### config.mk
export PLATFORM = sky130hd
export DESIGN_NAME = majority_block_spin_downsampler
export DESIGN_NICKNAME = d
export VERILOG_FILES = /design/src/rtl/mbsd_pkg.sv /design/src/rtl/majority_block_spin_downsampler.sv /design/src/rtl/mbsd_front.sv /design/src/rtl/mbsd_queue.sv /design/src/rtl/mbsd_back.sv
export SDC_FILE = /design/constraint.sdc
export NUM_CORES = 2
export LEC_CHECK = 0
export BUFFER_PORTS_ARGS = -buffer_cell sky130_fd_sc_hd__buf_2
export CAP_MARGIN = 40
export CORE_MARGIN = 1
export CORE_UTILIZATION = 56
export CTS_CLUSTER_SIZE = 30
export DETAILED_ROUTE_END_ITERATION = 7
export MAX_ROUTING_LAYER = met4
export PLACE_DENSITY = 0.8
export SKIP_CTS_REPAIR_TIMING = 1
export SYNTH_ARGS = -nofsm -noshare
export SYNTH_HDL_FRONTEND = slang
export SYNTH_HIERARCHICAL = 1
export SYNTH_SLANG_ARGS = --single-unit
### constraint.sdc
create_clock -name i_clk -period 13.9 [get_ports i_clk]
set_clock_uncertainty 0.1 [all_clocks]
set_input_delay 1.39 -clock i_clk [delete_from_list [all_inputs] [get_ports i_clk]]
set_output_delay 1.39 -clock i_clk [all_outputs]
set_load 0.02 [all_outputs]
### src/rtl/mbsd_pkg.sv
// Shared constants for the majority-rule block spin downsampler.
package mbsd_pkg;

    // Defaults for the top-level sizing parameters
    localparam int MAX_SIDE_DEF  = 256;
    localparam int MAX_BLOCK_DEF = 8;

    // Configuration port
    localparam int CFG_DATA_W = 9;
    localparam int CFG_IDX_W  = 1;
    localparam int LAT_SIZE_W = 9;
    localparam int BLK_FAC_W  = 4;

    localparam logic [CFG_IDX_W-1:0] REG_LATTICE_SIZE = 1'b0;
    localparam logic [CFG_IDX_W-1:0] REG_BLOCK_FACTOR = 1'b1;

    // Register reset values
    localparam int LAT_SIZE_RST = 256;
    localparam int BLK_FAC_RST  = 2;

    // Width of the reduced-lattice coordinates on the result port
    localparam int COORD_W = 8;

    // Depth of the queue between front and back
    localparam int QUEUE_DEPTH = 4;

endpackage

### src/rtl/majority_block_spin_downsampler.sv
// Top level of the majority-rule block spin downsampler.
//
// Spins of a square lattice enter in raster order on the input channel
// (i_valid / o_ready), one spin per word, with a tie bit and a start mark.
// The lattice is cut into block_factor x block_factor blocks; when the
// bottom-right spin of a whole block is taken, one word leaves on the output
// channel (o_valid / i_ready) with the majority spin, its block row and
// column, a tie flag and a final-block flag. Spins outside whole blocks
// give no word.
// Configuration: i_cfg_we writes i_cfg_data to register i_cfg_idx
// (0 lattice_size, 1 block_factor); write only while idle.
// A write also restarts the raster position.
// Throughput is one spin per cycle while the queue is not full. The last
// spin of a block enters the queue when taken, is popped into the stage
// register together with the column-sum memory read, and its sum is then
// registered into the output word. The column-sum memory reads and writes
// one block column each cycle while the pipeline runs, with the last write
// forwarded to the next read.
// Reset (synchronous, active low) restores lattice_size 256, block_factor 2,
// the top-left position, and empties the queue and pipeline; no clearing
// pass is needed. While the receiver stalls, the output word holds, the
// pipeline stops, and spins keep entering until the short queue fills.
module majority_block_spin_downsampler
    import mbsd_pkg::*;
#(
    parameter int MAX_SIDE  = MAX_SIDE_DEF,
    parameter int MAX_BLOCK = MAX_BLOCK_DEF
) (
    input  logic                  i_clk,
    input  logic                  i_rst_n,
    input  logic                  i_cfg_we,
    input  logic [CFG_IDX_W-1:0]  i_cfg_idx,
    input  logic [CFG_DATA_W-1:0] i_cfg_data,
    input  logic                  i_valid,
    output logic                  o_ready,
    input  logic                  i_spin_up,
    input  logic                  i_tie_choice,
    input  logic                  i_lattice_start,
    output logic                  o_valid,
    input  logic                  i_ready,
    output logic                  o_block_up,
    output logic [COORD_W-1:0]    o_block_row,
    output logic [COORD_W-1:0]    o_block_col,
    output logic                  o_was_tie,
    output logic                  o_last_block
);

    localparam int PW = $clog2(MAX_SIDE);

    typedef struct packed {
        logic          up;
        logic          tie;
        logic          first;
        logic          last;
        logic          last_blk;
        logic [PW-1:0] idx;
        logic [PW-1:0] brow;
    } t_op;

    logic w_accept, w_push, w_pop, w_full, w_q_valid;
    t_op  w_front_op, w_q_op;

    assign o_ready  = !w_full;
    assign w_accept = i_valid && !w_full;

    mbsd_front #(
        .MAX_SIDE  (MAX_SIDE),
        .MAX_BLOCK (MAX_BLOCK),
        .t_op      (t_op)
    ) u_front (
        .i_clk           (i_clk),
        .i_rst_n         (i_rst_n),
        .i_cfg_we        (i_cfg_we),
        .i_cfg_idx       (i_cfg_idx),
        .i_cfg_data      (i_cfg_data),
        .i_accept        (w_accept),
        .i_spin_up       (i_spin_up),
        .i_tie_choice    (i_tie_choice),
        .i_lattice_start (i_lattice_start),
        .o_push          (w_push),
        .o_op            (w_front_op)
    );

    mbsd_queue #(
        .t_op (t_op)
    ) u_queue (
        .i_clk   (i_clk),
        .i_rst_n (i_rst_n),
        .i_push  (w_push),
        .i_op    (w_front_op),
        .i_pop   (w_pop),
        .o_full  (w_full),
        .o_valid (w_q_valid),
        .o_op    (w_q_op)
    );

    mbsd_back #(
        .MAX_SIDE  (MAX_SIDE),
        .MAX_BLOCK (MAX_BLOCK),
        .t_op      (t_op)
    ) u_back (
        .i_clk        (i_clk),
        .i_rst_n      (i_rst_n),
        .i_q_valid    (w_q_valid),
        .i_q_op       (w_q_op),
        .o_pop        (w_pop),
        .o_valid      (o_valid),
        .i_ready      (i_ready),
        .o_block_up   (o_block_up),
        .o_block_row  (o_block_row),
        .o_block_col  (o_block_col),
        .o_was_tie    (o_was_tie),
        .o_last_block (o_last_block)
    );

endmodule

### src/rtl/mbsd_front.sv
// Front end: configuration registers, raster position tracking and block classification.
module mbsd_front
    import mbsd_pkg::*;
#(
    parameter int  MAX_SIDE  = MAX_SIDE_DEF,
    parameter int  MAX_BLOCK = MAX_BLOCK_DEF,
    parameter type t_op      = logic
) (
    input  logic                  i_clk,
    input  logic                  i_rst_n,
    input  logic                  i_cfg_we,
    input  logic [CFG_IDX_W-1:0]  i_cfg_idx,
    input  logic [CFG_DATA_W-1:0] i_cfg_data,
    input  logic                  i_accept,
    input  logic                  i_spin_up,
    input  logic                  i_tie_choice,
    input  logic                  i_lattice_start,
    output logic                  o_push,
    output t_op                   o_op
);

    localparam int SW   = $clog2(MAX_SIDE + 1);
    localparam int PW   = $clog2(MAX_SIDE);
    localparam int BW   = $clog2(MAX_BLOCK + 1);
    localparam int KW   = $clog2(MAX_BLOCK);
    localparam int FW   = ((SW > BW) ? SW : BW) + 1;
    localparam int FW2  = FW + 1;
    localparam int CMPW = (SW > LAT_SIZE_W) ? SW : LAT_SIZE_W;
    localparam int SIDE_RST  = (LAT_SIZE_RST > MAX_SIDE) ? MAX_SIDE : LAT_SIZE_RST;
    localparam int BLOCK_RST = (BLK_FAC_RST > MAX_BLOCK) ? MAX_BLOCK : BLK_FAC_RST;

    logic [SW-1:0] r_side;
    logic [BW-1:0] r_block;

    logic [PW-1:0] r_row, r_col, r_bcol, r_brow, r_row_base, r_col_base;
    logic [KW-1:0] r_rib, r_cib;

    logic [PW-1:0] w_row, w_col, w_bcol, w_brow, w_row_base, w_col_base;
    logic [KW-1:0] w_rib, w_cib;

    logic [PW-1:0] n_row, n_col, n_bcol, n_brow, n_row_base, n_col_base;
    logic [KW-1:0] n_rib, n_cib;

    logic [CMPW-1:0]      w_cfg_side;
    logic [BLK_FAC_W-1:0] w_cfg_block;
    logic                 w_row_fit, w_col_fit, w_row_more, w_col_more;
    logic                 w_rib_end, w_cib_end, w_col_end, w_row_end;

    assign w_cfg_side  = CMPW'(i_cfg_data[LAT_SIZE_W-1:0]);
    assign w_cfg_block = i_cfg_data[BLK_FAC_W-1:0];

    // A start mark zeroes the position before the spin is taken
    always_comb begin
        if (i_lattice_start) begin
            w_row = '0; w_col = '0; w_bcol = '0; w_brow = '0;
            w_row_base = '0; w_col_base = '0; w_rib = '0; w_cib = '0;
        end else begin
            w_row = r_row; w_col = r_col; w_bcol = r_bcol; w_brow = r_brow;
            w_row_base = r_row_base; w_col_base = r_col_base; w_rib = r_rib; w_cib = r_cib;
        end
    end

    // A block is whole when its far edge stays inside the lattice
    assign w_row_fit  = (FW'(w_row_base) + FW'(r_block)) <= FW'(r_side);
    assign w_col_fit  = (FW'(w_col_base) + FW'(r_block)) <= FW'(r_side);
    assign w_row_more = (FW2'(w_row_base) + (FW2'(r_block) << 1)) <= FW2'(r_side);
    assign w_col_more = (FW2'(w_col_base) + (FW2'(r_block) << 1)) <= FW2'(r_side);

    assign w_rib_end = ((BW + 1)'(w_rib) + (BW + 1)'(1)) >= (BW + 1)'(r_block);
    assign w_cib_end = ((BW + 1)'(w_cib) + (BW + 1)'(1)) >= (BW + 1)'(r_block);
    assign w_col_end = (SW'(w_col) + SW'(1)) >= r_side;
    assign w_row_end = (SW'(w_row) + SW'(1)) >= r_side;

    always_comb begin
        o_op          = '0;
        o_op.up       = i_spin_up;
        o_op.tie      = i_tie_choice;
        o_op.first    = (w_rib == '0) && (w_cib == '0);
        o_op.last     = w_rib_end && w_cib_end;
        o_op.last_blk = w_rib_end && w_cib_end && !w_row_more && !w_col_more;
        o_op.idx      = w_bcol;
        o_op.brow     = w_brow;
    end

    assign o_push = i_accept && w_row_fit && w_col_fit;

    // Advance the raster position
    always_comb begin
        n_row = w_row; n_col = w_col + PW'(1); n_bcol = w_bcol; n_brow = w_brow;
        n_row_base = w_row_base; n_col_base = w_col_base;
        n_rib = w_rib; n_cib = w_cib + KW'(1);
        if (w_cib_end) begin
            n_cib      = '0;
            n_bcol     = w_bcol + PW'(1);
            n_col_base = w_col_base + PW'(r_block);
        end
        if (w_col_end) begin
            n_col      = '0;
            n_cib      = '0;
            n_bcol     = '0;
            n_col_base = '0;
            n_row      = w_row + PW'(1);
            n_rib      = w_rib + KW'(1);
            if (w_rib_end) begin
                n_rib      = '0;
                n_brow     = w_brow + PW'(1);
                n_row_base = w_row_base + PW'(r_block);
            end
            if (w_row_end) begin
                n_row      = '0;
                n_rib      = '0;
                n_brow     = '0;
                n_row_base = '0;
            end
        end
    end

    always_ff @(posedge i_clk) begin
        if (!i_rst_n) begin
            r_side  <= SW'(SIDE_RST);
            r_block <= BW'(BLOCK_RST);
            r_row <= '0; r_col <= '0; r_bcol <= '0; r_brow <= '0;
            r_row_base <= '0; r_col_base <= '0; r_rib <= '0; r_cib <= '0;
        end else if (i_cfg_we) begin
            case (i_cfg_idx)
                REG_LATTICE_SIZE: begin
                    if (w_cfg_side == '0)
                        r_side <= SW'(1);
                    else if (w_cfg_side > CMPW'(MAX_SIDE))
                        r_side <= SW'(MAX_SIDE);
                    else
                        r_side <= SW'(w_cfg_side);
                end
                REG_BLOCK_FACTOR: begin
                    if (w_cfg_block == '0)
                        r_block <= BW'(1);
                    else if ((BW + BLK_FAC_W)'(w_cfg_block) > (BW + BLK_FAC_W)'(MAX_BLOCK))
                        r_block <= BW'(MAX_BLOCK);
                    else
                        r_block <= BW'(w_cfg_block);
                end
                default: begin
                    r_side <= r_side;
                end
            endcase
            // any register write restarts the lattice
            r_row <= '0; r_col <= '0; r_bcol <= '0; r_brow <= '0;
            r_row_base <= '0; r_col_base <= '0; r_rib <= '0; r_cib <= '0;
        end else if (i_accept) begin
            r_row <= n_row; r_col <= n_col; r_bcol <= n_bcol; r_brow <= n_brow;
            r_row_base <= n_row_base; r_col_base <= n_col_base;
            r_rib <= n_rib; r_cib <= n_cib;
        end
    end

endmodule

### src/rtl/mbsd_queue.sv
// Short queue carrying classified spin words from front to back.
module mbsd_queue
    import mbsd_pkg::*;
#(
    parameter type t_op = logic
) (
    input  logic i_clk,
    input  logic i_rst_n,
    input  logic i_push,
    input  t_op  i_op,
    input  logic i_pop,
    output logic o_full,
    output logic o_valid,
    output t_op  o_op
);

    localparam int AW = $clog2(QUEUE_DEPTH);
    localparam int CW = $clog2(QUEUE_DEPTH + 1);

    t_op           r_mem [QUEUE_DEPTH];
    logic [AW-1:0] r_wr_ptr, r_rd_ptr;
    logic [CW-1:0] r_cnt;

    assign o_full  = (r_cnt == CW'(QUEUE_DEPTH));
    assign o_valid = (r_cnt != '0);
    assign o_op    = r_mem[r_rd_ptr];

    always_ff @(posedge i_clk) begin
        if (i_push)
            r_mem[r_wr_ptr] <= i_op;
    end

    always_ff @(posedge i_clk) begin
        if (!i_rst_n) begin
            r_wr_ptr <= '0;
            r_rd_ptr <= '0;
            r_cnt    <= '0;
        end else begin
            if (i_push)
                r_wr_ptr <= r_wr_ptr + AW'(1);
            if (i_pop)
                r_rd_ptr <= r_rd_ptr + AW'(1);
            if (i_push && !i_pop)
                r_cnt <= r_cnt + CW'(1);
            else if (i_pop && !i_push)
                r_cnt <= r_cnt - CW'(1);
        end
    end

endmodule

### src/rtl/mbsd_back.sv
// Back end: column-sum memory with read-modify-write, majority decision and output register.
module mbsd_back
    import mbsd_pkg::*;
#(
    parameter int  MAX_SIDE  = MAX_SIDE_DEF,
    parameter int  MAX_BLOCK = MAX_BLOCK_DEF,
    parameter type t_op      = logic
) (
    input  logic               i_clk,
    input  logic               i_rst_n,
    input  logic               i_q_valid,
    input  t_op                i_q_op,
    output logic               o_pop,
    output logic               o_valid,
    input  logic               i_ready,
    output logic               o_block_up,
    output logic [COORD_W-1:0] o_block_row,
    output logic [COORD_W-1:0] o_block_col,
    output logic               o_was_tie,
    output logic               o_last_block
);

    localparam int PW   = $clog2(MAX_SIDE);
    localparam int SUMW = $clog2(MAX_BLOCK * MAX_BLOCK + 1) + 1;

    logic [SUMW-1:0] r_sums [MAX_SIDE];
    logic [SUMW-1:0] r_rd_data;

    logic            r_s1_vld;
    t_op             r_s1;
    logic            r_wr_vld;
    logic [PW-1:0]   r_wr_idx;
    logic [SUMW-1:0] r_wr_val;

    logic               r_ovld, r_up, r_tie, r_last;
    logic [COORD_W-1:0] r_row, r_col;

    logic            w_en;
    logic [SUMW-1:0] w_base, w_step, w_sum;
    logic            w_zero, w_pos;

    assign w_en  = !r_ovld || i_ready;
    assign o_pop = w_en && i_q_valid;

    // Start from zero on a block's first spin, else take the word just written when the read raced the write
    always_comb begin
        if (r_s1.first)
            w_base = '0;
        else if (r_wr_vld && (r_wr_idx == r_s1.idx))
            w_base = r_wr_val;
        else
            w_base = r_rd_data;
    end

    // down spin adds minus one (all ones)
    assign w_step = r_s1.up ? SUMW'(1) : {SUMW{1'b1}};
    assign w_sum  = w_base + w_step;
    assign w_zero = (w_sum == '0);
    assign w_pos  = !w_sum[SUMW-1] && !w_zero;

    always_ff @(posedge i_clk) begin
        if (w_en && r_s1_vld)
            r_sums[r_s1.idx] <= w_sum;
        if (o_pop)
            r_rd_data <= r_sums[i_q_op.idx];
    end

    always_ff @(posedge i_clk) begin
        if (o_pop)
            r_s1 <= i_q_op;
        if (w_en && r_s1_vld) begin
            r_wr_idx <= r_s1.idx;
            r_wr_val <= w_sum;
        end
        if (w_en && r_s1_vld && r_s1.last) begin
            r_up   <= w_zero ? r_s1.tie : w_pos;
            r_tie  <= w_zero;
            r_last <= r_s1.last_blk;
            r_row  <= COORD_W'(r_s1.brow);
            r_col  <= COORD_W'(r_s1.idx);
        end
    end

    always_ff @(posedge i_clk) begin
        if (!i_rst_n) begin
            r_s1_vld <= 1'b0;
            r_wr_vld <= 1'b0;
            r_ovld   <= 1'b0;
        end else if (w_en) begin
            r_s1_vld <= i_q_valid;
            if (r_s1_vld)
                r_wr_vld <= 1'b1;
            r_ovld <= r_s1_vld && r_s1.last;
        end
    end

    assign o_valid      = r_ovld;
    assign o_block_up   = r_up;
    assign o_block_row  = r_row;
    assign o_block_col  = r_col;
    assign o_was_tie    = r_tie;
    assign o_last_block = r_last;

    a_last_gives_word: assert property (@(posedge i_clk) disable iff (!i_rst_n)
        (w_en && r_s1_vld && r_s1.last) |=> r_ovld)
        else $error("finished block did not reach the output register");

    a_no_spurious_word: assert property (@(posedge i_clk) disable iff (!i_rst_n)
        (w_en && !(r_s1_vld && r_s1.last)) |=> !r_ovld)
        else $error("output word without a finished block");

    a_last_block_is_last: assert property (@(posedge i_clk) disable iff (!i_rst_n)
        (r_s1_vld && r_s1.last_blk) |-> r_s1.last)
        else $error("final block flag on a spin that does not close a block");

endmodule
## After elaboration in Yosys (flattened, before gate mapping)

Memory sizes are Yosys's and may differ from the RTL's. A register that Yosys moved wholly into a read port is not among the register bits.
Cells that the tools add are included.

| operators by class | value |
|---|---|
| add/subtract/negate cells | 21 |
| multipliers | 0 |
| div/mod/pow operators | 0 |
| magnitude comparators | 10 |
| equal/unequal tests | 2 |
| shift-type cells | 0 |
| multiplexer cells | 42 |
| bitwise operators | 2 |
| reductions and logical operators | 35 |

Operators by type and width:

| cell | count |
|---|---|
| 2-to-1 mux 8 bit | 22 |
| adder 8 x 1 -> 8 bit (second input constant) | 4 |
| 2-to-1 mux 3 bit | 9 |
| <= comparator 11 x 9 -> 1 bit | 2 |
| <= comparator 10 x 9 -> 1 bit | 2 |
| adder 8 x 1 -> 9 bit (second input constant) | 2 |
| adder 8 x 4 -> 9 bit | 2 |
| adder 8 x 5 -> 9 bit | 2 |
| greater-or-equal comparator 9 bit | 2 |
| 2-to-1 mux 9 bit | 2 |
| adder 8 x 4 -> 8 bit | 2 |
| logical AND 1 bit | 15 |
| greater-or-equal comparator 5 x 4 -> 1 bit | 2 |
| adder 3 x 1 -> 3 bit (second input constant) | 3 |
| > comparator 9 bit (second input constant) | 1 |
| logical NOT 9 bit | 1 |
| adder 3 x 1 -> 4 bit (second input constant) | 2 |
| adder 8 bit | 1 |
| == test 8 bit | 1 |
| logical NOT 1 bit | 8 |
| logical NOT 8 bit | 1 |
| 2-to-1 mux 4 bit | 2 |
| logical NOT 3 bit | 2 |
| AND reduction 2 bit | 3 |
| 12 further kinds | 19 |

| storage, ports and cells | value |
|---|---|
| bits in registers | 133 |
| latch bits | 0 |
| bits in writable memories | 2132 |
| memory bits (read-only) | 0 |
| output and inout port bits | 21 |
| word-level logic and storage cells | 144 |
| memories kept | 2 |

Memory list:

| memory | words | bits a word | rd ports | clocked after memory_dff | write ports | RTL line | RTL |
|---|---|---|---|---|---|---|---|
| u_back.r_sums | 256 | 8 | 1 | 1 | 1 | mbsd_back.sv:26 | `logic [SUMW-1:0] r_sums [MAX_SIDE];` |
| u_queue.r_mem | 4 | 21 | 1 | 1 | 1 | mbsd_queue.sv:20 | `t_op r_mem [QUEUE_DEPTH];` |

## Depth between registers and ports, before layout

| depth | value |
|---|---|
| depth in word-level cells | 9 |
| gate-level depth with buffers | 25 |

## Modules after synthesis

Netlist, hierarchy kept.

Modules (own cells, without submodules):

| module | instances | cells an instance | area an instance (um^2) |
|---|---|---|---|
| mbsd_back | 1 | 3504 | 81847.2 |
| mbsd_front | 1 | 765 | 5954.5 |
| mbsd_queue | 1 | 152 | 3478.3 |
| majority_block_spin_downsampler | 1 | 2 | 10.0 |

## Worst setup path before layout

OpenSTA, ideal clock, no wires.

| timing path | value |
|---|---|
| path type | flip-flop to flip-flop |
| start | register u_back/r_s1[14] (netlist bit) |
| end | memory u_back/r_sums[0][4] (netlist bit) (data pin) |
| arrival time | 12.369 ns |
| required time | 12.211 ns |
| slack | -0.158 ns |
| cell stages (with the launch flop) | 12 |
| period minus slack after synthesis | 14.058 ns |
| path through | edfxtp_1 buf_2 xnor2_1 nand3_1 nor3_2 mux2i_1 nor2_1 inv_1 fa_1 nor2b_1 o31a_1 a21oi_1 |

| on the way | value |
|---|---|
| longest elaborated chain between the ends | 5 |

Ends and longest elaborated chain:

| element | RTL line | RTL |
|---|---|---|
| start, declared | mbsd_back.sv:30 | `t_op r_s1;` |
| start signal, assigned | mbsd_back.sv:70 | `r_s1 <= i_q_op;` |
| == test 8 bit | mbsd_back.sv:49 | `else if (r_wr_vld && (r_wr_idx == r_s1.idx))` |
| logical AND 1 bit | mbsd_back.sv:49 |  |
| 2-to-1 mux 8 bit | mbsd_back.sv:49 |  |
| 2-to-1 mux 8 bit | mbsd_back.sv:47 | `if (r_s1.first)` |
| adder 8 bit | mbsd_back.sv:57 | `assign w_sum = w_base + w_step;` |
| named net u_back.w_sum[4] | mbsd_back.sv:39 | `logic [SUMW-1:0] w_base, w_step, w_sum;` |
| end, declared | mbsd_back.sv:26 |  |

The timed path passes the listed nets, and every way through them passes these cells.

## Final worst setup path

| timing path | value |
|---|---|
| start | input port i_lattice_start |
| end | register u_queue.r_cnt[2] |

| on the way | value |
|---|---|
| longest elaborated chain between the ends | 8 |
| elaborated cells between the ends (all ways) | 13 |
| classes of those cells | add/sub: 2; order compare: 2; mux: 3; reduce/logical: 6 |

Ends and longest elaborated chain:

| element | RTL line | RTL |
|---|---|---|
| start, declared | majority_block_spin_downsampler.sv:38 | `input logic i_lattice_start,` |
| 2-to-1 mux 8 bit | mbsd_front.sv:54 | `if (i_lattice_start) begin` |
| adder 8 x 4 -> 9 bit | mbsd_front.sv:64 | `assign w_row_fit = (FW'(w_row_base) + FW'(r_block)) <= FW'(r_side);` |
| <= comparator 10 x 9 -> 1 bit | mbsd_front.sv:64 |  |
| logical AND 1 bit | mbsd_front.sv:85 | `assign o_push = i_accept && w_row_fit && w_col_fit;` |
| logical AND 1 bit * | mbsd_front.sv:85 |  |
| named net w_push | majority_block_spin_downsampler.sv:60 | `logic w_accept, w_push, w_pop, w_full, w_q_valid;` |
| logical NOT 1 bit | mbsd_queue.sv:45 | `else if (i_pop && !i_push)` |
| logical AND 1 bit | mbsd_queue.sv:45 |  |
| nonzero test 2 bit (no source line) | - |  |
| end signal, assigned | mbsd_queue.sv:44 | `r_cnt <= r_cnt + CW'(1);` |
| end signal, assigned | mbsd_queue.sv:46 | `r_cnt <= r_cnt - CW'(1);` |
| end, declared | mbsd_queue.sv:22 | `logic [CW-1:0] r_cnt;` |

Mark *: on every way through the listed nets, which the timed path passes. The rest lies on a longest branch.
A chain may end at the register's enable or synchronous reset.

==> results by group <==
Logic synthesis
  • Cells after synthesis: 4423
  • Ys Warns: 6
  • Area contributors post-synth: edfxtp_1 (72%), mux4_2 (16%), dfxtp_1 (1.7%)
  • Syn Area/Cell: 20.6 µm²
  • Synth area leader: edfxtp_1
  • Cell area after synthesis: about 91000 µm²
  • Post-synth EDFFs: about 2200
  • Synth top area share: 0.722
  • Yosys reg bits: 2275
  • Netlist cell types: 84
  • Most used DFF post-synth: edfxtp_1
  • Syn nets: 4537
  • Post-synth top cells: edfxtp_1 (2196), mux4_2 (660), nor2_1 (323)
  • Sequential share of the synthesized area: 0.740
  • Async SR Flop Fraction: 0
  • Most frequent cell after synthesis: edfxtp_1

CTS
  • Num CTS Buffers: roughly 210
  • CTS root buf: clkbuf_16
  • CTS tree: yes
  • CTS Buffer Depth: 3
  • Htree depth: 4
  • Clk slew on worst S/H paths: 0.06 ns
  • Clk_lat worst skew: ~0.86 ns
  • CTS Sinks: 2275

Die
  • Core ar.: 161000 µm²
  • Row cnt: approximately 150
  • Boundary Pins: 39
  • Initial Utilization: 0.567
  • Die area: 165000 µm²
  • Die Width: about 410 µm
  • Die Height: about 410 µm

Critical path
  • Critical-path maximum fanout: 67
  • Worst r2r dst: u_back/r_sums[74][7]
  • Setup crit start kind: primary input
  • Crit path from: i_lattice_start
  • Worst Path Required: 14.53 ns
  • Critical Path, Cell by Cell: buf_2 -> buf_4 -> inv_1 -> nand2_1 -> xnor2_1 -> ha_1 -> a21oi_1 -> a21oi_1 -> nor3_1 -> nor2_1 -> mux2i_1 -> ha_1 -> or4_1 -> a221oi_1 -> o21ai_0 -> a21oi_1 -> ha_1 -> inv_1 -> fa_1 -> xor2_1 -> or3_1 -> a21boi_0
  • Reg2reg start: u_back/r_s1[9]
  • Crit path max-delay family: simple AND/OR/NAND/NOR gates
  • Worst Setup End Kind: register
  • Worst path arrival time: 7.15 ns
  • Reg2Reg Depth: 16
  • Worst path slowest cell: inv_1
  • Buf/Inv on CP: 4
  • FF-to-FF setup slack: 7.84 ns
  • Worst Setup Path Type: primary input to register
  • CP peak stage delay: 0.59 ns

Placement
  • IO Port Bufs: 38
  • Placer Congestion: 0.877
  • Dpl cells: 6486
  • HPWL after DPL: roughly 120000 µm
  • Post-DP Area: 94300 µm²

Hold path
  • Hold Crit Start: u_back/r_s1[3]
  • Worst Hold Path Cells: 0
  • WHS Endpoint: u_back/o_block_row[3]
  • Class of the worst hold path: register to register

Final layout
  • Filler cells: 10200
  • Non-filler instance count after layout: 6886
  • Final nets: between 4000 and 5000
  • Fin area: ~100000 µm²
  • Synth-to-Final Area Change: 11.0%
  • Proportion of layout cells with a drive suffix above 1: 0.244

Global route
  • GRT overflow: 0
  • First-pass GRT wire length: 321000 µm
  • Largest net degree at the start of global routing: roughly 260
  • Number of global-route vias before repair: 46600
  • Global-route usage over all layers: 0.280
  • Initial antenna violation count: 8

Route
  • Drt first pass iters: 5
  • DRC viols: 0
  • Vias/cell: slightly below 7
  • 1st-iter DRT viols: around 6500
  • Vias: 46700
  • Drt wl/cell: 32.3 µm
  • Detail Route Antenna Nets: 0
  • Post-Route WL: approximately 220000 µm

STA
  • Min cycle time layout: 6.52 ns
  • Relative slew margins: 0.209
  • Final Setup Violations: 0
  • Final slew viol count: 0
  • Unrepaired setup endpoints after global routing: false
  • Hold_ws: between 0.3 and 0.4 ns
  • Final critical-path share of the clock period: 0.469
  • Final Hold Fails: 0
  • Fmax: 153 MHz
  • Setup TNS: 0 ns
  • Least-Margin Pin Slew: 1.19 ns

Run
  • MaxCap Viol Count: 0

Power
  • Pwr Total: 25.4 mW
  • Power per cell area: between 200 and 300 nW/µm²
  • VDD IR-drop max: ~0.00064 V
  • Pleak: 31.5 nW

Status
  • Outcome: finished clean
## registers in the layout (all words and copies together) (netlist names), 9 cells and up, named ones only
signal,cells
u_back/r_sums,2048
u_front/r_side,9
u_queue/r_mem,84
u_back/r_s1,21
## routing by layer
metal	vias to the layer above	global-route usage	wire length, µm
met1	24300	0.365	78600
met5	-	-	0
met3	543	0.0545	24200
met2	3398	0.441	111000
met4	0	0.105	9220
li1	18500	-	-
## metrics by stage
stage,setup slack [ns],utilization
floorplan,0.421,-
global placement,6.72,0.582
detailed placement,6.62,0.585
CTS,7.47,0.628
global route,6.91,0.629
finish,7.38,0.629
## area by class of cell
cell class                      count  area, µm²  share of cell area
Timing Repair Buffer              159       1500              0.0148
Tap cell                         2160       2700              0.0267
Clock buffer                      258       5490              0.0542
Clock inverter                    122       1350              0.0133
Multi-Input combinational cell   1853      22500               0.222
Inverter                           50        210             0.00207
Sequential cell                  2275      67500               0.666
Antenna cell                        9       22.5            0.000222
## worst max path at each step
stage	endpoint	slack, ns	depth (start not counted)
after global placement	u_queue/r_cnt[2]	6.72	22
after floorplan	u_back/r_sums[0][2]	0.42	9
after detailed placement	u_queue/r_cnt[2]	6.62	22
after global routing	u_queue/r_cnt[2]	6.91	22
after CTS	u_queue/r_cnt[2]	7.47	22
final	u_queue/r_cnt[2]	7.38	22
## kinds of logic after synthesis
kind of cell,count (synthesis),synth area share
flops,2275,0.740
simple gates,727,0.0381
mux,726,0.170
buf+inv,295,0.0144
compound gates,244,0.0183
fa+ha+maj,100,0.0139
xor+xnor,56,0.00537
## where the power goes
group          internal (mW)  switching, mW  total [mW]
logic                   2.97           6.01        8.98
clock network           3.21           2.55        5.76
registers               10.5          0.105        10.6
## placed cells by master (no fill, tap or decap), drive strengths merged, types with 19 or more instances in the layout
cell type / netlist / layout
nand4: 27 / 27
a211oi: 23 / 23
nor2b: 74 / 74
inv: 50 / 57
ha: 93 / 93
a22oi: 26 / 26
nor3: 39 / 39
mux2i: 64 / 64
nor2: 324 / 324
clkbuf: 115 / 258
xnor2: 45 / 45
o21ai: 40 / 40
a21oi: 68 / 68
dfxtp: 79 / 79
mux4: 661 / 661
buf: 130 / 159
clkinv: 0 / 85
nand2b: 19 / 19
bufinv: 0 / 21
nand2: 96 / 96
nand3: 57 / 57
edfxtp: 2196 / 2196
Power figures use the tool's default switching activity.
